[config.mk]
export PLATFORM = sky130hd
export DESIGN_NAME = checksummed_frame_deframer_flat
export DESIGN_NICKNAME = d
export VERILOG_FILES = /design/src/design/cfd_pkg.sv /design/src/design/cfd_if.sv /design/src/design/cfd_ram.sv /design/src/design/checksummed_frame_deframer.sv /design/src/flat_wrapper.sv
export SDC_FILE = /design/constraint.sdc
export NUM_CORES = 1
export LEC_CHECK = 0
export BUFFER_PORTS_ARGS = -buffer_cell sky130_fd_sc_hd__clkbuf_2
export CAP_MARGIN = 20
export CORE_AREA = 2 2 219 221
export DETAILED_ROUTE_END_ITERATION = 7
export DIE_AREA = 0 0 221 223
export PLACE_DENSITY = 0.63
export RECOVER_POWER = 25
export SLEW_MARGIN = 20
export SYNTH_ARGS = -nofsm -noshare
export SYNTH_HDL_FRONTEND = slang
export SYNTH_SLANG_ARGS = --single-unit
[constraint.sdc]
create_clock -name clock -period 4.8 [get_ports clock]
set_input_delay 0.72 -clock clock [delete_from_list [all_inputs] [get_ports clock]]
set_output_delay 0.72 -clock clock [all_outputs]
set_load 0.05 [all_outputs]
[src/design/cfd_pkg.sv]
// Package for the checksummed frame deframer: sizes, phase and status codes,
// register indexes and the result word type.
// Depends on nothing; the interfaces and the deframer refer to it by scoped names.
`default_nettype none

package cfd_pkg;

   // Payload store depth, the index width that follows from it, and the field widths.
   localparam int MAX_PAYLOAD = 32;
   localparam int IDX_W       = $clog2(MAX_PAYLOAD);
   localparam int LEN_W       = 6;
   localparam int BYTE_W      = 8;
   localparam int ADDR_W      = 24;
   localparam int STATUS_W    = 2;

   // Body byte count saturates at one more than the payload store holds.
   localparam logic [LEN_W-1:0] COUNT_MAX = LEN_W'(MAX_PAYLOAD + 1);
   localparam logic [LEN_W-1:0] STORE_TOP = LEN_W'(MAX_PAYLOAD);

   // Register file of the configuration port.
   localparam int CSR_IDX_W = 1;
   localparam logic [CSR_IDX_W-1:0] CSR_HEADER  = 1'd0;
   localparam logic [CSR_IDX_W-1:0] CSR_TRAILER = 1'd1;
   localparam logic [BYTE_W-1:0] HEADER_RESET  = 8'h02;
   localparam logic [BYTE_W-1:0] TRAILER_RESET = 8'hFF;

   // Parser phases.
   localparam logic [2:0] PH_HUNT  = 3'd0;
   localparam logic [2:0] PH_ADDR0 = 3'd1;
   localparam logic [2:0] PH_ADDR1 = 3'd2;
   localparam logic [2:0] PH_ADDR2 = 3'd3;
   localparam logic [2:0] PH_CMD   = 3'd4;
   localparam logic [2:0] PH_BODY  = 3'd5;

   // Frame status codes.
   localparam logic [STATUS_W-1:0] ST_GOOD     = 2'd0;
   localparam logic [STATUS_W-1:0] ST_BAD_SUM  = 2'd1;
   localparam logic [STATUS_W-1:0] ST_OVERFLOW = 2'd2;

   // One result word.
   typedef struct packed {
      logic [STATUS_W-1:0] frame_status;
      logic [ADDR_W-1:0]   device_address;
      logic [BYTE_W-1:0]   command_code;
      logic [LEN_W-1:0]    payload_length;
      logic [BYTE_W-1:0]   data_byte;
      logic [IDX_W-1:0]    byte_index;
      logic                last_of_frame;
   } rsp_type;

endpackage

`default_nettype wire

[src/design/cfd_if.sv]
// Valid/ready channel interfaces of the deframer: received byte words in,
// result words out. Depends on cfd_pkg for field widths.
`default_nettype none

interface cfd_req_if;
   logic                           valid;
   logic                           ready;
   logic [cfd_pkg::BYTE_W-1:0]     rx_byte;
   logic                           chunk_end;

   modport source (output valid, output rx_byte, output chunk_end, input ready);
   modport sink   (input valid, input rx_byte, input chunk_end, output ready);
endinterface

interface cfd_rsp_if;
   logic                           valid;
   logic                           ready;
   logic [cfd_pkg::STATUS_W-1:0]   frame_status;
   logic [cfd_pkg::ADDR_W-1:0]     device_address;
   logic [cfd_pkg::BYTE_W-1:0]     command_code;
   logic [cfd_pkg::LEN_W-1:0]      payload_length;
   logic [cfd_pkg::BYTE_W-1:0]     data_byte;
   logic [cfd_pkg::IDX_W-1:0]      byte_index;
   logic                           last_of_frame;

   modport source (output valid, output frame_status, output device_address,
                   output command_code, output payload_length, output data_byte,
                   output byte_index, output last_of_frame, input ready);
   modport sink   (input valid, input frame_status, input device_address,
                   input command_code, input payload_length, input data_byte,
                   input byte_index, input last_of_frame, output ready);
endinterface

`default_nettype wire

[src/design/cfd_ram.sv]
// Generic simple dual-port RAM: one write port, one read port with registered data.
// Used as the payload store of the deframer; no other dependencies.
`default_nettype none

module cfd_ram #(
   parameter int DEPTH  = 32,
   parameter int WIDTH  = 8,
   parameter int ADDR_W = $clog2(DEPTH)
) (
   input  wire logic              clock,
   input  wire logic              wr_en,
   input  wire logic [ADDR_W-1:0] wr_addr,
   input  wire logic [WIDTH-1:0]  wr_data,
   input  wire logic              rd_en,
   input  wire logic [ADDR_W-1:0] rd_addr,
   output logic      [WIDTH-1:0]  rd_data
);

   logic [WIDTH-1:0] mem_ff [DEPTH];
   logic [WIDTH-1:0] rd_data_ff;

   // Write port.
   always_ff @(posedge clock) begin
      if (wr_en) begin
         mem_ff[wr_addr] <= wr_data;
      end
   end

   // Read port; the data holds until the next read.
   always_ff @(posedge clock) begin
      if (rd_en) begin
         rd_data_ff <= mem_ff[rd_addr];
      end
   end

   assign rd_data = rd_data_ff;

endmodule

`default_nettype wire

[src/design/checksummed_frame_deframer.sv]
// Checksummed frame deframer: parses header, address, command and body bytes,
// emits one result word per good payload byte. Depends on cfd_pkg, cfd_if, cfd_ram.
//
// Use: received bytes enter one word at a time on req_chan (rx_byte, chunk_end).
// A frame is header, three address bytes (high first), a command byte, body
// bytes and the trailer; the last body byte is the additive checksum.
// Results leave on rsp_chan through one output register, so a waiting result
// never blocks the parser while it has nothing else to send.
// New byte words are taken only while the emission sequencer idles. The cycle
// after a closing trailer judges the frame and, for an error or an empty payload,
// loads the single result as soon as the output register is free. For a good
// frame, each payload byte is then read from the payload RAM (registered read
// data) and loaded into the output register once it is free. New bytes are held
// off (req_chan.ready low) until the last result of the frame is loaded. When the
// receiver stalls, the output register holds its word and the emission sequence
// waits on it. Reset (synchronous, active high) returns the parser to hunting,
// restores the header (0x02) and trailer (0xFF) registers and empties the output
// register. The payload RAM needs no clearing: only entries written in the frame
// are read. Configuration (csr_we, csr_index, csr_wdata) is to be written while
// the block idles; this binds the user, as the block does not enforce it.
`default_nettype none

module checksummed_frame_deframer (
   input  wire logic                             clock,
   input  wire logic                             reset,
   input  wire logic                             csr_we,
   input  wire logic [cfd_pkg::CSR_IDX_W-1:0]    csr_index,
   input  wire logic [cfd_pkg::BYTE_W-1:0]       csr_wdata,
   cfd_req_if.sink                               req_chan,
   cfd_rsp_if.source                             rsp_chan
);

   // Sequencer states.
   localparam logic [1:0] S_IDLE = 2'd0;
   localparam logic [1:0] S_FIN  = 2'd1;
   localparam logic [1:0] S_RD   = 2'd2;
   localparam logic [1:0] S_LD   = 2'd3;

   logic [1:0]                      state_ff, state_in;
   logic [2:0]                      phase_ff, phase_in;
   logic [cfd_pkg::BYTE_W-1:0]      hdr_ff, trl_ff;
   logic [cfd_pkg::ADDR_W-1:0]      addr_ff, addr_in;
   logic [cfd_pkg::BYTE_W-1:0]      cmd_ff, cmd_in;
   logic [cfd_pkg::BYTE_W-1:0]      sum_ff, sum_in;
   logic [cfd_pkg::BYTE_W-1:0]      prev_ff, prev_in;
   logic [cfd_pkg::LEN_W-1:0]       count_ff, count_in;
   logic                            ovf_ff, ovf_in;
   logic [cfd_pkg::IDX_W-1:0]       emit_idx_ff, emit_idx_in;
   logic [cfd_pkg::LEN_W-1:0]       emit_len_ff, emit_len_in;
   logic                            rsp_valid_ff, rsp_valid_in;
   cfd_pkg::rsp_type                rsp_ff, rsp_in;

   logic                            accept;
   logic                            slot_free;
   logic                            close_frame;
   logic                            emit_last;
   logic [cfd_pkg::LEN_W-1:0]       body_pos;
   logic                            ram_wr_en;
   logic                            ram_rd_en;
   logic [cfd_pkg::BYTE_W-1:0]      ram_rd_data;

   assign accept    = req_chan.valid && req_chan.ready;
   assign slot_free = !rsp_valid_ff || rsp_chan.ready;
   assign body_pos  = count_ff - cfd_pkg::LEN_W'(1);
   assign emit_last = (({1'b0, emit_idx_ff}) + cfd_pkg::LEN_W'(1)) == emit_len_ff;

   // A trailer in the body closes the frame unless the body is empty.
   assign close_frame = (phase_ff == cfd_pkg::PH_BODY) && (req_chan.rx_byte == trl_ff)
                        && (count_ff != '0);

   // A body byte pushes the previous one into the store while it still fits.
   assign ram_wr_en = accept && (phase_ff == cfd_pkg::PH_BODY)
                      && (req_chan.rx_byte != trl_ff) && (count_ff != '0)
                      && (count_ff <= cfd_pkg::STORE_TOP);
   assign ram_rd_en = (state_ff == S_RD);

   assign req_chan.ready = (state_ff == S_IDLE);

   cfd_ram #(
      .DEPTH (cfd_pkg::MAX_PAYLOAD),
      .WIDTH (cfd_pkg::BYTE_W)
   ) u_store (
      .clock   (clock),
      .wr_en   (ram_wr_en),
      .wr_addr (body_pos[cfd_pkg::IDX_W-1:0]),
      .wr_data (prev_ff),
      .rd_en   (ram_rd_en),
      .rd_addr (emit_idx_ff),
      .rd_data (ram_rd_data)
   );

   // Parser: one accepted byte word updates the frame state.
   always_comb begin
      phase_in = phase_ff;
      addr_in  = addr_ff;
      cmd_in   = cmd_ff;
      sum_in   = sum_ff;
      prev_in  = prev_ff;
      count_in = count_ff;
      ovf_in   = ovf_ff;
      if (accept) begin
         unique case (phase_ff)
            cfd_pkg::PH_HUNT: begin
               if (req_chan.rx_byte == hdr_ff) begin
                  phase_in = cfd_pkg::PH_ADDR0;
                  sum_in   = '0;
                  addr_in  = '0;
                  count_in = '0;
                  ovf_in   = 1'b0;
               end
            end
            cfd_pkg::PH_ADDR0, cfd_pkg::PH_ADDR1, cfd_pkg::PH_ADDR2: begin
               addr_in  = {addr_ff[cfd_pkg::ADDR_W-cfd_pkg::BYTE_W-1:0], req_chan.rx_byte};
               sum_in   = sum_ff + req_chan.rx_byte;
               phase_in = phase_ff + 3'd1;
            end
            cfd_pkg::PH_CMD: begin
               cmd_in   = req_chan.rx_byte;
               sum_in   = sum_ff + req_chan.rx_byte;
               count_in = '0;
               ovf_in   = 1'b0;
               phase_in = cfd_pkg::PH_BODY;
            end
            cfd_pkg::PH_BODY: begin
               if (req_chan.rx_byte == trl_ff) begin
                  phase_in = cfd_pkg::PH_HUNT;
               end else begin
                  if (count_ff != '0) begin
                     if (count_ff <= cfd_pkg::STORE_TOP) begin
                        sum_in = sum_ff + prev_ff;
                     end else begin
                        ovf_in = 1'b1;
                     end
                  end
                  prev_in = req_chan.rx_byte;
                  if (count_ff < cfd_pkg::COUNT_MAX) begin
                     count_in = count_ff + cfd_pkg::LEN_W'(1);
                  end
               end
            end
            default: begin
               phase_in = cfd_pkg::PH_HUNT;
            end
         endcase
         if (req_chan.chunk_end) begin
            phase_in = cfd_pkg::PH_HUNT;
         end
      end
   end

   // Emission sequencer and output register.
   always_comb begin
      state_in     = state_ff;
      emit_idx_in  = emit_idx_ff;
      emit_len_in  = emit_len_ff;
      rsp_in       = rsp_ff;
      rsp_valid_in = rsp_valid_ff && !rsp_chan.ready;
      unique case (state_ff)
         S_IDLE: begin
            if (accept && close_frame) begin
               state_in = S_FIN;
            end
         end
         S_FIN: begin
            emit_idx_in = '0;
            emit_len_in = body_pos;
            if (ovf_ff || (sum_ff != prev_ff) || (body_pos == '0)) begin
               // Error or empty payload: a single closing word.
               if (slot_free) begin
                  rsp_in.device_address = addr_ff;
                  rsp_in.command_code   = cmd_ff;
                  rsp_in.data_byte      = '0;
                  rsp_in.byte_index     = '0;
                  rsp_in.last_of_frame  = 1'b1;
                  priority if (ovf_ff) begin
                     rsp_in.frame_status   = cfd_pkg::ST_OVERFLOW;
                     rsp_in.payload_length = '0;
                  end else if (sum_ff != prev_ff) begin
                     rsp_in.frame_status   = cfd_pkg::ST_BAD_SUM;
                     rsp_in.payload_length = body_pos;
                  end else begin
                     rsp_in.frame_status   = cfd_pkg::ST_GOOD;
                     rsp_in.payload_length = '0;
                  end
                  rsp_valid_in = 1'b1;
                  state_in     = S_IDLE;
               end
            end else begin
               state_in = S_RD;
            end
         end
         S_RD: begin
            state_in = S_LD;
         end
         S_LD: begin
            if (slot_free) begin
               rsp_in.frame_status   = cfd_pkg::ST_GOOD;
               rsp_in.device_address = addr_ff;
               rsp_in.command_code   = cmd_ff;
               rsp_in.payload_length = emit_len_ff;
               rsp_in.data_byte      = ram_rd_data;
               rsp_in.byte_index     = emit_idx_ff;
               rsp_in.last_of_frame  = emit_last;
               rsp_valid_in          = 1'b1;
               emit_idx_in           = emit_idx_ff + cfd_pkg::IDX_W'(1);
               state_in              = emit_last ? S_IDLE : S_RD;
            end
         end
         default: begin
            state_in = S_IDLE;
         end
      endcase
   end

   // Control registers and configuration.
   always_ff @(posedge clock) begin
      if (reset) begin
         state_ff     <= S_IDLE;
         phase_ff     <= cfd_pkg::PH_HUNT;
         count_ff     <= '0;
         ovf_ff       <= 1'b0;
         sum_ff       <= '0;
         addr_ff      <= '0;
         cmd_ff       <= '0;
         prev_ff      <= '0;
         rsp_valid_ff <= 1'b0;
         hdr_ff       <= cfd_pkg::HEADER_RESET;
         trl_ff       <= cfd_pkg::TRAILER_RESET;
      end else begin
         state_ff     <= state_in;
         phase_ff     <= phase_in;
         count_ff     <= count_in;
         ovf_ff       <= ovf_in;
         sum_ff       <= sum_in;
         addr_ff      <= addr_in;
         cmd_ff       <= cmd_in;
         prev_ff      <= prev_in;
         rsp_valid_ff <= rsp_valid_in;
         if (csr_we) begin
            unique case (csr_index)
               cfd_pkg::CSR_HEADER:  hdr_ff <= csr_wdata;
               cfd_pkg::CSR_TRAILER: trl_ff <= csr_wdata;
               default:              hdr_ff <= hdr_ff;
            endcase
         end
      end
   end

   // Payload registers.
   always_ff @(posedge clock) begin
      emit_idx_ff <= emit_idx_in;
      emit_len_ff <= emit_len_in;
      rsp_ff      <= rsp_in;
   end

   assign rsp_chan.valid          = rsp_valid_ff;
   assign rsp_chan.frame_status   = rsp_ff.frame_status;
   assign rsp_chan.device_address = rsp_ff.device_address;
   assign rsp_chan.command_code   = rsp_ff.command_code;
   assign rsp_chan.payload_length = rsp_ff.payload_length;
   assign rsp_chan.data_byte      = rsp_ff.data_byte;
   assign rsp_chan.byte_index     = rsp_ff.byte_index;
   assign rsp_chan.last_of_frame  = rsp_ff.last_of_frame;

   // The body count never passes its saturation point.
   a_count_bound: assert property (@(posedge clock) disable iff (reset)
      count_ff <= cfd_pkg::COUNT_MAX)
      else $error("body count beyond saturation");

   // Overflow is only flagged once the count has saturated.
   a_ovf_count: assert property (@(posedge clock) disable iff (reset)
      ovf_ff |-> (count_ff == cfd_pkg::COUNT_MAX))
      else $error("overflow flagged without a saturated count");

   // Every RAM read stays inside the payload of the frame.
   a_read_in_frame: assert property (@(posedge clock) disable iff (reset)
      (state_ff == S_RD) |-> (({1'b0, emit_idx_ff}) < emit_len_ff))
      else $error("payload read beyond frame length");

   // A closing trailer always hands the frame to the finish step.
   a_close_to_fin: assert property (@(posedge clock) disable iff (reset)
      (accept && close_frame) |=> (state_ff == S_FIN))
      else $error("closed frame not judged");

endmodule

`default_nettype wire

[src/flat_wrapper.sv]
// flat-port wrapper written by rule: the top's interface ports become plain ports
module checksummed_frame_deframer_flat 
  (clock, reset, csr_we, csr_index, csr_wdata, req_chan_valid, req_chan_rx_byte, req_chan_chunk_end, req_chan_ready, rsp_chan_valid, rsp_chan_frame_status, rsp_chan_device_address, rsp_chan_command_code, rsp_chan_payload_length, rsp_chan_data_byte, rsp_chan_byte_index, rsp_chan_last_of_frame, rsp_chan_ready);
  cfd_req_if req_chan_i ();
  cfd_rsp_if rsp_chan_i ();
  input  wire logic clock;
  input  wire logic reset;
  input  wire logic csr_we;
  input  wire logic [cfd_pkg::CSR_IDX_W-1:0] csr_index;
  input  wire logic [cfd_pkg::BYTE_W-1:0] csr_wdata;
  input wire logic [$bits(req_chan_i.valid)-1:0] req_chan_valid;
  input wire logic [$bits(req_chan_i.rx_byte)-1:0] req_chan_rx_byte;
  input wire logic [$bits(req_chan_i.chunk_end)-1:0] req_chan_chunk_end;
  output wire logic [$bits(req_chan_i.ready)-1:0] req_chan_ready;
  output wire logic [$bits(rsp_chan_i.valid)-1:0] rsp_chan_valid;
  output wire logic [$bits(rsp_chan_i.frame_status)-1:0] rsp_chan_frame_status;
  output wire logic [$bits(rsp_chan_i.device_address)-1:0] rsp_chan_device_address;
  output wire logic [$bits(rsp_chan_i.command_code)-1:0] rsp_chan_command_code;
  output wire logic [$bits(rsp_chan_i.payload_length)-1:0] rsp_chan_payload_length;
  output wire logic [$bits(rsp_chan_i.data_byte)-1:0] rsp_chan_data_byte;
  output wire logic [$bits(rsp_chan_i.byte_index)-1:0] rsp_chan_byte_index;
  output wire logic [$bits(rsp_chan_i.last_of_frame)-1:0] rsp_chan_last_of_frame;
  input wire logic [$bits(rsp_chan_i.ready)-1:0] rsp_chan_ready;
  assign req_chan_i.valid = req_chan_valid;
  assign req_chan_i.rx_byte = req_chan_rx_byte;
  assign req_chan_i.chunk_end = req_chan_chunk_end;
  assign req_chan_ready = req_chan_i.ready;
  assign rsp_chan_valid = rsp_chan_i.valid;
  assign rsp_chan_frame_status = rsp_chan_i.frame_status;
  assign rsp_chan_device_address = rsp_chan_i.device_address;
  assign rsp_chan_command_code = rsp_chan_i.command_code;
  assign rsp_chan_payload_length = rsp_chan_i.payload_length;
  assign rsp_chan_data_byte = rsp_chan_i.data_byte;
  assign rsp_chan_byte_index = rsp_chan_i.byte_index;
  assign rsp_chan_last_of_frame = rsp_chan_i.last_of_frame;
  assign rsp_chan_i.ready = rsp_chan_ready;
  checksummed_frame_deframer u_core (.clock(clock), .reset(reset), .csr_we(csr_we), .csr_index(csr_index), .csr_wdata(csr_wdata), .req_chan(req_chan_i), .rsp_chan(rsp_chan_i));
endmodule
Word-level counts from Yosys, hierarchy flattened:

Memories as Yosys holds them, arrays and structs flattened. A register that Yosys moved wholly into a read port is not among the register bits.
Index checks and enable logic that the tools add are counted.

* register bits after elaboration: 142
* latch bits: 0
* bits in writable memories: 256
* ROM bits: 0
* input port bits: 23
* output and inout bits: 56
* logic and storage cells: 135
* memories: 1

* $add $sub $neg: 7
* $mul: 0
* div/mod/pow operators: 0
* $lt $le $gt $ge: 2
* equal/unequal tests: 26
* shift-type cells: 0
* muxes and demuxes: 41
* bitwise operators: 2
* reduce and logical (&&, ||, !) cells: 36

Memory list
* u_core.u_store.mem_ff: words 32, width 8, read ports 1, clocked after memory_dff 1, write ports 1, RTL line cfd_ram.sv:19 `logic [WIDTH-1:0] mem_ff [DEPTH];`

Operators by type and width (number)
* 54-bit two-way mux: 3
* 54-bit case mux with 2 select lines: 1
* 24-bit case mux with 2 select lines: 1
* 8-bit two-way mux: 4
* 6-bit two-way mux: 5
* 24-bit two-way mux: 1
* 8-bit case mux with 3 select lines: 1
* 6-bit case mux with 3 select lines: 1
* 8-bit adder: 2
* 8-bit == test: 2
* 8-bit != test: 2
* 2-bit two-way mux: 6
* 2-bit != test (second input constant): 6
* 3-bit case mux with 4 select lines: 1
* 3-bit AND reduction: 4
* 6-bit AND reduction: 2
* 5-bit case mux with 2 select lines: 1
* 1-bit logical AND: 9
* 1-bit two-way mux: 9
* 3-bit two-way mux: 3
* 2-bit by 1-bit != test with 1-bit output (second input constant): 4
* 2-bit case mux with 4 select lines: 1
* 2-bit AND reduction: 4
* 5-bit by 1-bit adder with 6-bit output (second input constant): 1
* other kinds (30): 40

Longest topological paths before layout:

Gate-level depths: netlist of the first run.

* depth after elaboration: 8
* depth in mapped cells: 15
* depth with buffers taken out: 14

Hierarchy:

From an unflattened synthesis of the first run, not the netlist that was laid out.

* cell total of the unflattened synthesis: 976
* area total of the unflattened synthesis: 16314.4 µm²

By module, submodules not included
* cfd_ram: instances 1, cells each 417, area each 10133.5 µm², seq. area each 7927.6 µm²
* checksummed_frame_deframer: instances 1, cells each 559, area each 6180.9 µm², seq. area each 3493.4 µm²

Least setup slack after synthesis of the first run:

Ideal clock, no wire load.

* path type: reg2reg
* from: register u_core.count_ff[0] (netlist name)
* to: register u_core.rsp_ff, in the netlist u_core.rsp_chan.byte_index[0], enable pin
* library setup time: 466 ps
* arrival time: 4070 ps
* data required time: 4334 ps
* setup slack: 264 ps
* stages on the path, launching flop included: 10
* buffers on the path: 1
* clock period less this slack: 4536 ps
* path through: dfxtp_1 inv_1 ha_1 clkbuf_1 nor2_1 nand3_1 a21o_1 o311ai_0 nand2_1 nor2_1

* cells in the longest elaborated chain, start to end: 5

Ends and longest elaborated chain
* from (decl): RTL line checksummed_frame_deframer.sv:46 `logic [cfd_pkg::LEN_W-1:0] count_ff, count_in;`
* from (signal assigned): RTL line checksummed_frame_deframer.sv:232 `count_ff <= count_in;`
* 6-bit by 1-bit subtractor with 6-bit output: RTL line checksummed_frame_deframer.sv:64 `assign body_pos = count_ff - cfd_pkg::LEN_W'(1);`
* net u_core.body_pos, one bit: RTL line checksummed_frame_deframer.sv:57 `logic [cfd_pkg::LEN_W-1:0] body_pos;`
* 6-bit logical NOT: RTL line checksummed_frame_deframer.sv:167 `if (ovf_ff || (sum_ff != prev_ff) || (body_pos == '0)) begin`
* 1-bit logical OR: RTL line checksummed_frame_deframer.sv:167
* 2-bit by 1-bit != test with 1-bit output (no source line)
* 4-bit AND reduction (no source line)
* to (signal assigned): RTL line checksummed_frame_deframer.sv:253 `rsp_ff <= rsp_in;`
* to (decl): RTL line checksummed_frame_deframer.sv:51 `cfd_pkg::rsp_type rsp_ff, rsp_in;`

The timed path passes the listed nets, and every way through them passes these cells.
A chain may end at the register's enable or synchronous reset.

Final worst setup path of the first run:

* from: register u_core.prev_ff[3] (netlist name)
* to: register u_core.rsp_ff, in the netlist u_core.rsp_chan.command_code[6], enable pin

* cells in the longest elaborated chain, start to end: 5

Ends and longest elaborated chain
* from (decl): RTL line checksummed_frame_deframer.sv:45 `logic [cfd_pkg::BYTE_W-1:0] prev_ff, prev_in;`
* from (signal assigned): RTL line checksummed_frame_deframer.sv:237 `prev_ff <= prev_in;`
* 8-bit != test: RTL line checksummed_frame_deframer.sv:167
* 1-bit logical OR (2 in series): RTL line checksummed_frame_deframer.sv:167
* 2-bit by 1-bit != test with 1-bit output (no source line)
* 4-bit AND reduction (no source line)

No other way between the ends.

==> reports/metrics.yaml, run 1 <==
outcome: "complete, but fails checks"
violations: "max-capacitance violations, max-slew violations"
min_delay_path_depth: 3
drv_slew: 213
io_pins: 79
power.density_nw_per_um2: 369
nets: 1128
finalSetupViolations: 0
fill_cells: 4241
leakagePower_nw: 6.80
dieArea_sq_um: 49300
grt_max_degree: 70
critPathArrivalTime_ps: 3840
start_kind: "register"
grt_overflow: 0
first_global_vias: 8851
worstHoldPathType: "in2reg"
layout-drive-gt1-share: 0.217
cts_sinks: 406
finalCriticalPeriod_ps: 3620
synth_area_leader_cell: "edfxtp_1"
max-vdd-ir-drop_mv: 0.211
yosysSeqAreaShare: 0.702
worstMarginPinSlew_ps: 1910
area_delta_synth_final_pct: 14.5
cp_max_fo: 35
cp.required_ps: 5020
wl_per_cell_microns: 21.0
hpwl_microns: 23800
clock-skew-final_ps: 22.7
root_buffer: "clkbuf_16"
synth.distinct_cells: 51
ys_async_sr_fraction: 0
viasPerCell: 5.11
core_area_sq_um: 47100
max_freq_mhz: 276
reg2reg_depth: 8
rsz0062_at_grt: "false"
crit_type: "reg2reg"
via_count: 8848
cts_tree: "yes"
initial_core_util: 0.345
syn_area_per_cell_sq_um: 16.2
ys_ff_latch: 406
first_iter_violations: 759
synth_top_area_frac: 0.607
antenna_cells: 0
cts_hold_buf: 0
yosys_warnings: 0
clkLatencyLatePin_ps: 540
cp-end-kind: "register"
grt_antenna_before_repair: 1
gp_congestion: 0.787
grtUsageTotal: 0.146
syn_area_sq_um: 16300
cts.path.max_buffers: 3
netlist_instances: 1005
ys.flop_type: "edfxtp_1"
fin_crit_sh: 0.754
final_antenna_net_count: 0
grt_pass1_wl_microns: 55200
fin_tns_setup_ps: 0
maxSlewHeadroom: -0.272
die_w_microns: 221
drc: 0
io_buffers: 78
yosys-top-cells-area: "edfxtp_1 (61%), mux4_2 (11%), dfxtp_1 (9.5%)"
cts_buffers: 39
max_cap_violations: 6
drtPass1Iterations: 5
postCtsSetupRepairBufs: 0
htreeDepth: 2
cts-resized-gates: 0
rows: 80
syn_nets: 1048
hold-worst-slack_ps: 422
cts.clk_slew.worst_paths_ps: 60
numPlacedInstances: 1659
final_cells: 1730
synth_edf_count: 329
die_h_microns: 223
hold_viol: 0
routed_wl_microns: 36200
-- state kept, by name, indices dropped and copies added (netlist names), 2 cells and up --
register / flops
u_core.u_store.rd_data: 8
u_core.state_ff: 2
u_core.emit_idx_ff: 5
u_core.prev_ff: 8
u_core.emit_len_ff: 6
u_core.addr_ff: 24
u_core.rsp_chan.device_address: 24
u_core.trl_ff: 8
u_core.rsp_chan.payload_length: 6
u_core.u_store.mem_ff: 256
u_core.rsp_chan.command_code: 8
u_core.rsp_chan.frame_status: 2
u_core.rsp_chan.data_byte: 8
u_core.hdr_ff: 8
u_core.cmd_ff: 8
u_core.count_ff: 6
u_core.rsp_chan.byte_index: 5
u_core.phase_ff: 3
u_core.sum_ff: 8
-- routing by layer --
metal / global-route usage / part of all wire
met2: 0.233 / 0.48
met5: 0 / 0
met4: 0.0388 / 0.020
met1: 0.210 / 0.45
met3: 0.0208 / 0.050
-- kinds of logic (layout without fill, tap and decap cells) --
group / count (synthesis) / in the layout / share of synthesized area
DFF: 406 / 406 / 0.702
buffers and inverters: 80 / 190 / 0.0191
adders and majority gates: 20 / 20 / 0.0158
muxes: 106 / 106 / 0.127
xor gates and xnor gates: 41 / 41 / 0.0221
AOI/OAI and AO/OA: 96 / 96 / 0.0409
and+or+nand+nor: 256 / 256 / 0.0728
-- cells in the final DEF, fill, tap and decap left out, types with 3 or more instances in the layout --
cell type / synthesis / layout
xor2_1: 12 / 12
and3_1: 24 / 24
o31ai_1: 4 / 4
clkinv_1: 0 / 4
clkbuf_16: 0 / 40
nand4_1: 7 / 7
mux4_2: 80 / 80
nor2_1: 98 / 97
mux2_2: 8 / 8
a21oi_1: 22 / 22
clkbuf_2: 0 / 78
a211o_1: 8 / 8
nor3_1: 9 / 8
o21ai_0: 15 / 15
and2_1: 5 / 5
inv_1: 21 / 21
ha_1: 19 / 19
bufinv_16: 0 / 3
nor2b_1: 4 / 4
buf_4: 0 / 12
edfxtp_1: 329 / 329
clkbuf_1: 41 / 20
nand3_1: 19 / 19
a22oi_1: 24 / 24
a32o_1: 3 / 3
xnor2_1: 29 / 29
nand2_1: 68 / 68
a31oi_1: 3 / 3
a22o_1: 5 / 5
clkbuf_8: 0 / 4
mux2i_1: 18 / 18
dfxtp_1: 77 / 77
or3_1: 7 / 7
-- through the flow --
| step | area, sq um | util | power (mW) | worst slack, ps |
|---|---|---|---|---|
| finish | 18600 | 0.395 | 6.88 | 1180 |
| global route | 18600 | 0.395 | 7.07 | 812 |
| CTS | 18700 | 0.396 | 6.94 | 1220 |
| detailed placement | 17400 | 0.369 | 3.92 | 1230 |
| global placement | 17400 | 0.369 | 3.92 | 1280 |
| floorplan | 16300 | - | 3.89 | 264 |
-- critical path, stage by stage, from the launching register on --
cell      delay, ps
dfxtp_1         300
clkbuf_1       1350
xnor2_1         120
nand4_1         140
nor2_1           90
o311ai_0        150
nand2_1         210
nor2_4          610
buf_12          300
-- Yosys cell counts (all sizes together), types with 2 or more instances --
| library cell | number |
|---|---|
| or3 | 7 |
| xor2 | 12 |
| a211o | 8 |
| buf | 18 |
| dfxtp | 77 |
| and2 | 5 |
| mux4 | 80 |
| mux2i | 18 |
| nand2b | 2 |
| clkbuf | 41 |
| a21oi | 22 |
| inv | 21 |
| a22o | 5 |
| nor3 | 9 |
| o41ai | 2 |
| o21ai | 15 |
| mux2 | 8 |
| nor2b | 4 |
| nand2 | 68 |
| xnor2 | 29 |
| nand3 | 19 |
| nand4 | 7 |
| a32o | 3 |
| or2 | 2 |
| a21o | 2 |
| and3 | 24 |
| ha | 19 |
| or4 | 2 |
| nor3b | 2 |
| o31ai | 4 |
| a22oi | 24 |
| nor2 | 98 |
| edfxtp | 329 |
| a31oi | 3 |
-- layout make-up --
| class | count | area (sq um) | area share |
|---|---|---|---|
| clock inverters | 12 | 149 | 0.00799 |
| clock buffers | 59 | 1120 | 0.0599 |
| flip-flops and latches | 406 | 11400 | 0.613 |
| multi-input cells | 519 | 4550 | 0.244 |
| inverters | 21 | 78.8 | 0.00423 |
| repair buffers | 98 | 543 | 0.0291 |
| well taps | 615 | 769 | 0.0413 |
-- worst paths after layout --
path | from | slack, ps | endpoint
max | u_core.prev_ff[3]$_SDFFE_PP0P_ | 1180 | u_core.rsp_chan.command_code[6]$_DFFE_PP_
min | csr_wdata[7] | 420 | u_core.hdr_ff[7]$_SDFFE_PP0P_
max reg2reg | u_core.prev_ff[3]$_SDFFE_PP0P_ | 1180 | u_core.rsp_chan.command_code[6]$_DFFE_PP_
min reg2reg | u_core.addr_ff[17]$_SDFFE_PP0P_ | 430 | u_core.rsp_chan.device_address[17]$_DFFE_PP_
-- power by group --
part           switching (mW)  internal, mW  leakage, nW
sequential            0.00742          3.76         4.16
clock                    1.26          1.78        0.615
combinational          0.0474        0.0297         2.03
Note: power is estimated with default switching activity, not from simulation.
==> run 2: changes to the inputs <==
--- a/config.mk
+++ b/config.mk
@@ -10,7 +10,7 @@
 export CORE_AREA = 2 2 219 221
 export DETAILED_ROUTE_END_ITERATION = 7
 export DIE_AREA = 0 0 221 223
-export PLACE_DENSITY = 0.63
+export PLACE_DENSITY = 0.61
 export RECOVER_POWER = 25
 export SLEW_MARGIN = 20
 export SYNTH_ARGS = -nofsm -noshare
==> constraint.sdc (replaced) <==
create_clock -name clock -period 3.43 [get_ports clock]
set_input_delay 0.5145 -clock clock [delete_from_list [all_inputs] [get_ports clock]]
set_output_delay 0.5145 -clock clock [all_outputs]
set_load 0.05 [all_outputs]
==> reports/metrics.yaml, run 2 (synthesis results as in run 1) <==
violations: "max-capacitance violations, max-slew violations"
maxSlewHeadroom: -0.0645
cp.required_ps: 3690
drtPass1Iterations: 5
hold_viol: 0
io_pins: 79
wl_per_cell_microns: 20.6
postCtsSetupRepairBufs: 0
die_w_microns: 221
die_h_microns: 223
clkLatencyLatePin_ps: 550
initial_core_util: 0.345
drv_slew: 70
first_global_vias: 8988
start_kind: "register"
nets: 1162
core_area_sq_um: 47100
grt_overflow: 0
grt_max_degree: 57
layout-drive-gt1-share: 0.245
fin_tns_setup_ps: 0
mostFrequentLayoutCell: "edfxtp_1"
cts_buffers: 40
via_count: 8945
grt_antenna_before_repair: 0
routed_wl_microns: 36400
leakagePower_nw: 6.97
cts_tree: "yes"
rsz0062_at_grt: "false"
grtUsageTotal: 0.146
layout_common_cells: "edfxtp_1 (329), nor2_1 (97), mux4_2 (80), clkbuf_2 (78), dfxtp_1 (77)"
io_buffers: 78
cts.path.max_buffers: 3
worstMarginPinSlew_ps: 1600
hpwl_microns: 23600
dieArea_sq_um: 49300
drc: 0
cts_hold_buf: 0
outcome: "complete, but fails checks"
numPlacedInstances: 1692
cts_sinks: 406
largest_register_ffs: 256
cts.clk_slew.worst_paths_ps: 60
startpoint: "u_core.prev_ff[1]$_SDFFE_PP0P_"
r2r-start: "u_core.prev_ff[1]$_SDFFE_PP0P_"
max_freq_mhz: 325
htreeDepth: 2
max-vdd-ir-drop_mv: 0.307
cp_max_fo: 54
fin_crit_sh: 0.898
finalSetupViolations: 0
final_cells: 1764
viasPerCell: 5.07
finalCriticalPeriod_ps: 3080
rows: 80
power.density_nw_per_um2: 503
area_delta_synth_final_pct: 15.9
met2_usage: 0.243
first_iter_violations: 741
use_met1: 0.200
max_cap_violations: 2
critPathArrivalTime_ps: 3340
clock-skew-final_ps: 33.3
worstHoldPathType: "in2reg"
cp-end-kind: "register"
top_register: "u_core.u_store.mem_ff"
gp_congestion: 0.771
final_antenna_net_count: 0
worstHoldStart: "csr_wdata[0]"
fill_cells: 4194
grt_pass1_wl_microns: 55500
crit_type: "reg2reg"
cts-resized-gates: 0
root_buffer: "clkbuf_16"
met3_usage: 0.0227
top_usage_layer: "met2"
antenna_cells: 0
## run 2: cell types whose count changed in the layout (fill, tap and decap cells not counted), moves of 2 or more
cell / before / now
buf_4: 12 / 47
bufinv_16: 3 / 1
clkbuf_1: 20 / 12
clkinv_1: 4 / 7
clkinv_2: 2 / 6
clkinvlp_4: 0 / 3
## run 2: final timing paths
kind                                            endpoint  depth (start not counted)  slack [ps]
max          u_core.rsp_chan.payload_length[2]$_DFFE_PP_                          8         350
max reg2reg  u_core.rsp_chan.payload_length[2]$_DFFE_PP_                          8         350
min reg2reg    u_core.rsp_chan.command_code[6]$_DFFE_PP_                          0         430
min                        u_core.hdr_ff[0]$_SDFFE_PP0P_                          3         210
## run 2: final cells by class
type                            instances  area (sq um)  share of cell area
Sequential cell                       406         11400               0.606
Inverter                               21          78.8             0.00418
Clock buffer                           52          1080              0.0571
Tap cell                              615           769              0.0408
Timing Repair Buffer                  131           815              0.0432
Clock inverter                         20           143             0.00757
Multi-Input combinational cell        519          4550               0.241
## run 2: per-layer routing
layer | share of wire | up-vias | routed length [microns]
met2 | 0.49 | 210 | 17700
met3 | 0.046 | 52 | 1680
met5 | 0 | - | 0
met1 | 0.44 | 4597 | 16200
li1 | - | 4086 | -
met4 | 0.023 | 0 | 820
## run 2: report_power, final
part | switching [mW] | total (mW) | internal [mW]
Clock | 1.80 | 4.10 | 2.30
Combinational | 0.0693 | 0.111 | 0.0417
Sequential | 0.00736 | 5.27 | 5.26
Total | 1.88 | 9.48 | 7.60
## run 2: worst max-delay path: stages (launching register included)
cell and delay (ps):
dfxtp_1 330, clkbuf_1 1140, xnor2_1 210, nand4_1 120
nor2_1 240, o311ai_0 230, nand2_1 210, nor2_4 60
buf_12 220
## run 2: metrics by stage
stage	instance area, sq um	setup WS, ps	power, mW	utilization	hold slack, ps
finish	18900	351	9.48	0.400	213
floorplan	16300	367	5.45	-	408
detailed placement	17600	371	5.48	0.374	418
global route	18900	23.2	9.77	0.400	209
global placement	17600	472	5.48	0.374	414
CTS	18900	352	9.58	0.400	190
==> run 3: changes to the inputs <==
--- a/config.mk
+++ b/config.mk
@@ -12,6 +12,7 @@
 export DIE_AREA = 0 0 221 223
 export PLACE_DENSITY = 0.61
 export RECOVER_POWER = 25
+export SETUP_SLACK_MARGIN = 0.4
 export SLEW_MARGIN = 20
 export SYNTH_ARGS = -nofsm -noshare
 export SYNTH_HDL_FRONTEND = slang
==> reports/metrics.yaml, run 3 (synthesis results as in run 1) <==
outcome: "complete, but fails checks"
violations: "max-capacitance violations, max-slew violations"
largest_register_ffs: 256
io_pins: 79
leakagePower_nw: 7.11
cts_hold_buf: 0
rows: 80
htreeDepth: 2
hpwl_microns: 23600
gp_congestion: 0.746
power_mw: 9.87
die_w_microns: 221
mostFrequentLayoutCell: "edfxtp_1"
grt_max_degree: 68
final_antenna_net_count: 0
final_util: 0.405
first_iter_violations: 609
max-vdd-ir-drop_mv: 0.342
crit_path_cell_trace: "inv_1, ha_1, nor2_1, nand3_1, a21o_1, o311ai_1, nand2_1, nor2_4, buf_4"
worstMarginPinSlew_ps: 1700
cts.path.max_buffers: 3
io_buffers: 78
cp_max_fo: 17
cp.required_ps: 3640
first_global_vias: 8944
die_h_microns: 223
cts_buffers: 41
dieArea_sq_um: 49300
multi_input_area_sq_um: 4570
drc: 0
layout-drive-gt1-share: 0.254
core_area_sq_um: 47100
viasPerCell: 5.06
crit_type: "reg2reg"
ff_latch_area_sq_um: 11400
critPathSlowestCell: "dfxtp_1"
grt_pass1_wl_microns: 54600
cp-end-kind: "register"
critPathArrivalTime_ps: 3130
wl_per_cell_microns: 20.1
cts_sinks: 406
fin_crit_sh: 0.853
maxSlewHeadroom: -0.130
nets: 1168
power.density_nw_per_um2: 517
grt_antenna_before_repair: 0
root_buffer: "clkbuf_16"
area_delta_synth_final_pct: 17.3
clock-skew-final_ps: 22.4
hold_viol: 0
grtUsageTotal: 0.144
initial_core_util: 0.345
fill_cells: 4259
drv_slew: 173
via_count: 8966
antenna_cells: 0
finalCriticalPeriod_ps: 2920
post-place-ws_ps: 355
clkLatencyLatePin_ps: 560
fin_tns_setup_ps: 0
routed_wl_microns: 35700
drtPass1Iterations: 5
start_kind: "register"
max_cap_violations: 5
cts.clk_slew.worst_paths_ps: 60
layout_common_cells: "edfxtp_1 (329), nor2_1 (96), mux4_2 (80), clkbuf_2 (77), dfxtp_1 (76)"
worstHoldPathType: "in2reg"
path_delay_family: "compound AO/OA/AOI/OAI gates"
postCtsSetupRepairBufs: 0
cp_slowest_stage_delay_ps: 520
top_register: "u_core.u_store.mem_ff"
crit_buf_inv: 2
rsz0062_at_grt: "false"
layout_setup_ws_ps: 506
max_freq_mhz: 342
cts_tree: "yes"
hold-worst-slack_ps: 202
finalSetupViolations: 0
grt_overflow: 0
[run 3: cell count changes in the layout (fill, tap and decap cells not counted), sizes merged]
cell,change
clkbuf,+7
clkinvlp,-3
bufinv,+2
clkinv,-2
inv,+2
buf,+1
[run 3: final cells by class]
class | count | area share
clock buffers | 55 | 0.0614
clock inverters | 19 | 0.0106
inverters | 21 | 0.00413
multi-input cells | 519 | 0.239
flip-flops and latches | 406 | 0.599
well taps | 615 | 0.0403
repair buffers | 136 | 0.0456
[run 3: path summary, 6_finish.rpt]
check	from	to	slack, ps	cells past startpoint
worst max-delay path	u_core.count_ff[0]$_SDFFE_PP0P_	u_core.rsp_chan.data_byte[3]$_SDFFCE_PN0P_	510	9
worst min-delay path	csr_wdata[7]	u_core.hdr_ff[7]$_SDFFE_PP0P_	200	3
worst min register to register	u_core.cmd_ff[5]$_SDFFE_PP0P_	u_core.rsp_chan.command_code[5]$_DFFE_PP_	430	0
worst max register to register	u_core.count_ff[0]$_SDFFE_PP0P_	u_core.rsp_chan.data_byte[3]$_SDFFCE_PN0P_	510	9
[run 3: where the power goes]
part           switching (mW)  internal, mW
logic                  0.0682        0.0418
clock network            1.85          2.64
registers             0.00768          5.26
[run 3: per-stage QoR]
step | area [sq um] | instances
floorplan | 16300 | 1005
finish | 19100 | 1771
detailed placement | 17700 | 1697
global placement | 17700 | 1697
global route | 19100 | 1771
CTS | 19100 | 1771
[run 3: worst reg2reg max path: stages, from the launching register on]
cell and delay, ps:
dfxtp_1 520, inv_1 210, ha_1 350, nor2_1 120
nand3_1 90, a21o_1 270, o311ai_1 350, nand2_1 190
nor2_4 150, buf_4 320
[run 3: metal layers]
metal / vias up / share of wire / track usage
li1: 4098 / - / -
met1: 4600 / 0.43 / 0.191
met2: 226 / 0.50 / 0.246
met3: 42 / 0.053 / 0.0265
met4: 0 / 0.017 / 0.0357
met5: - / 0 / 0
[run 3: what timing repair did]
item / CTS / global route
endpoints found under the setup margin: 37 / 56
pin swaps: 0 / 1
gates resized for setup: 1 / 9
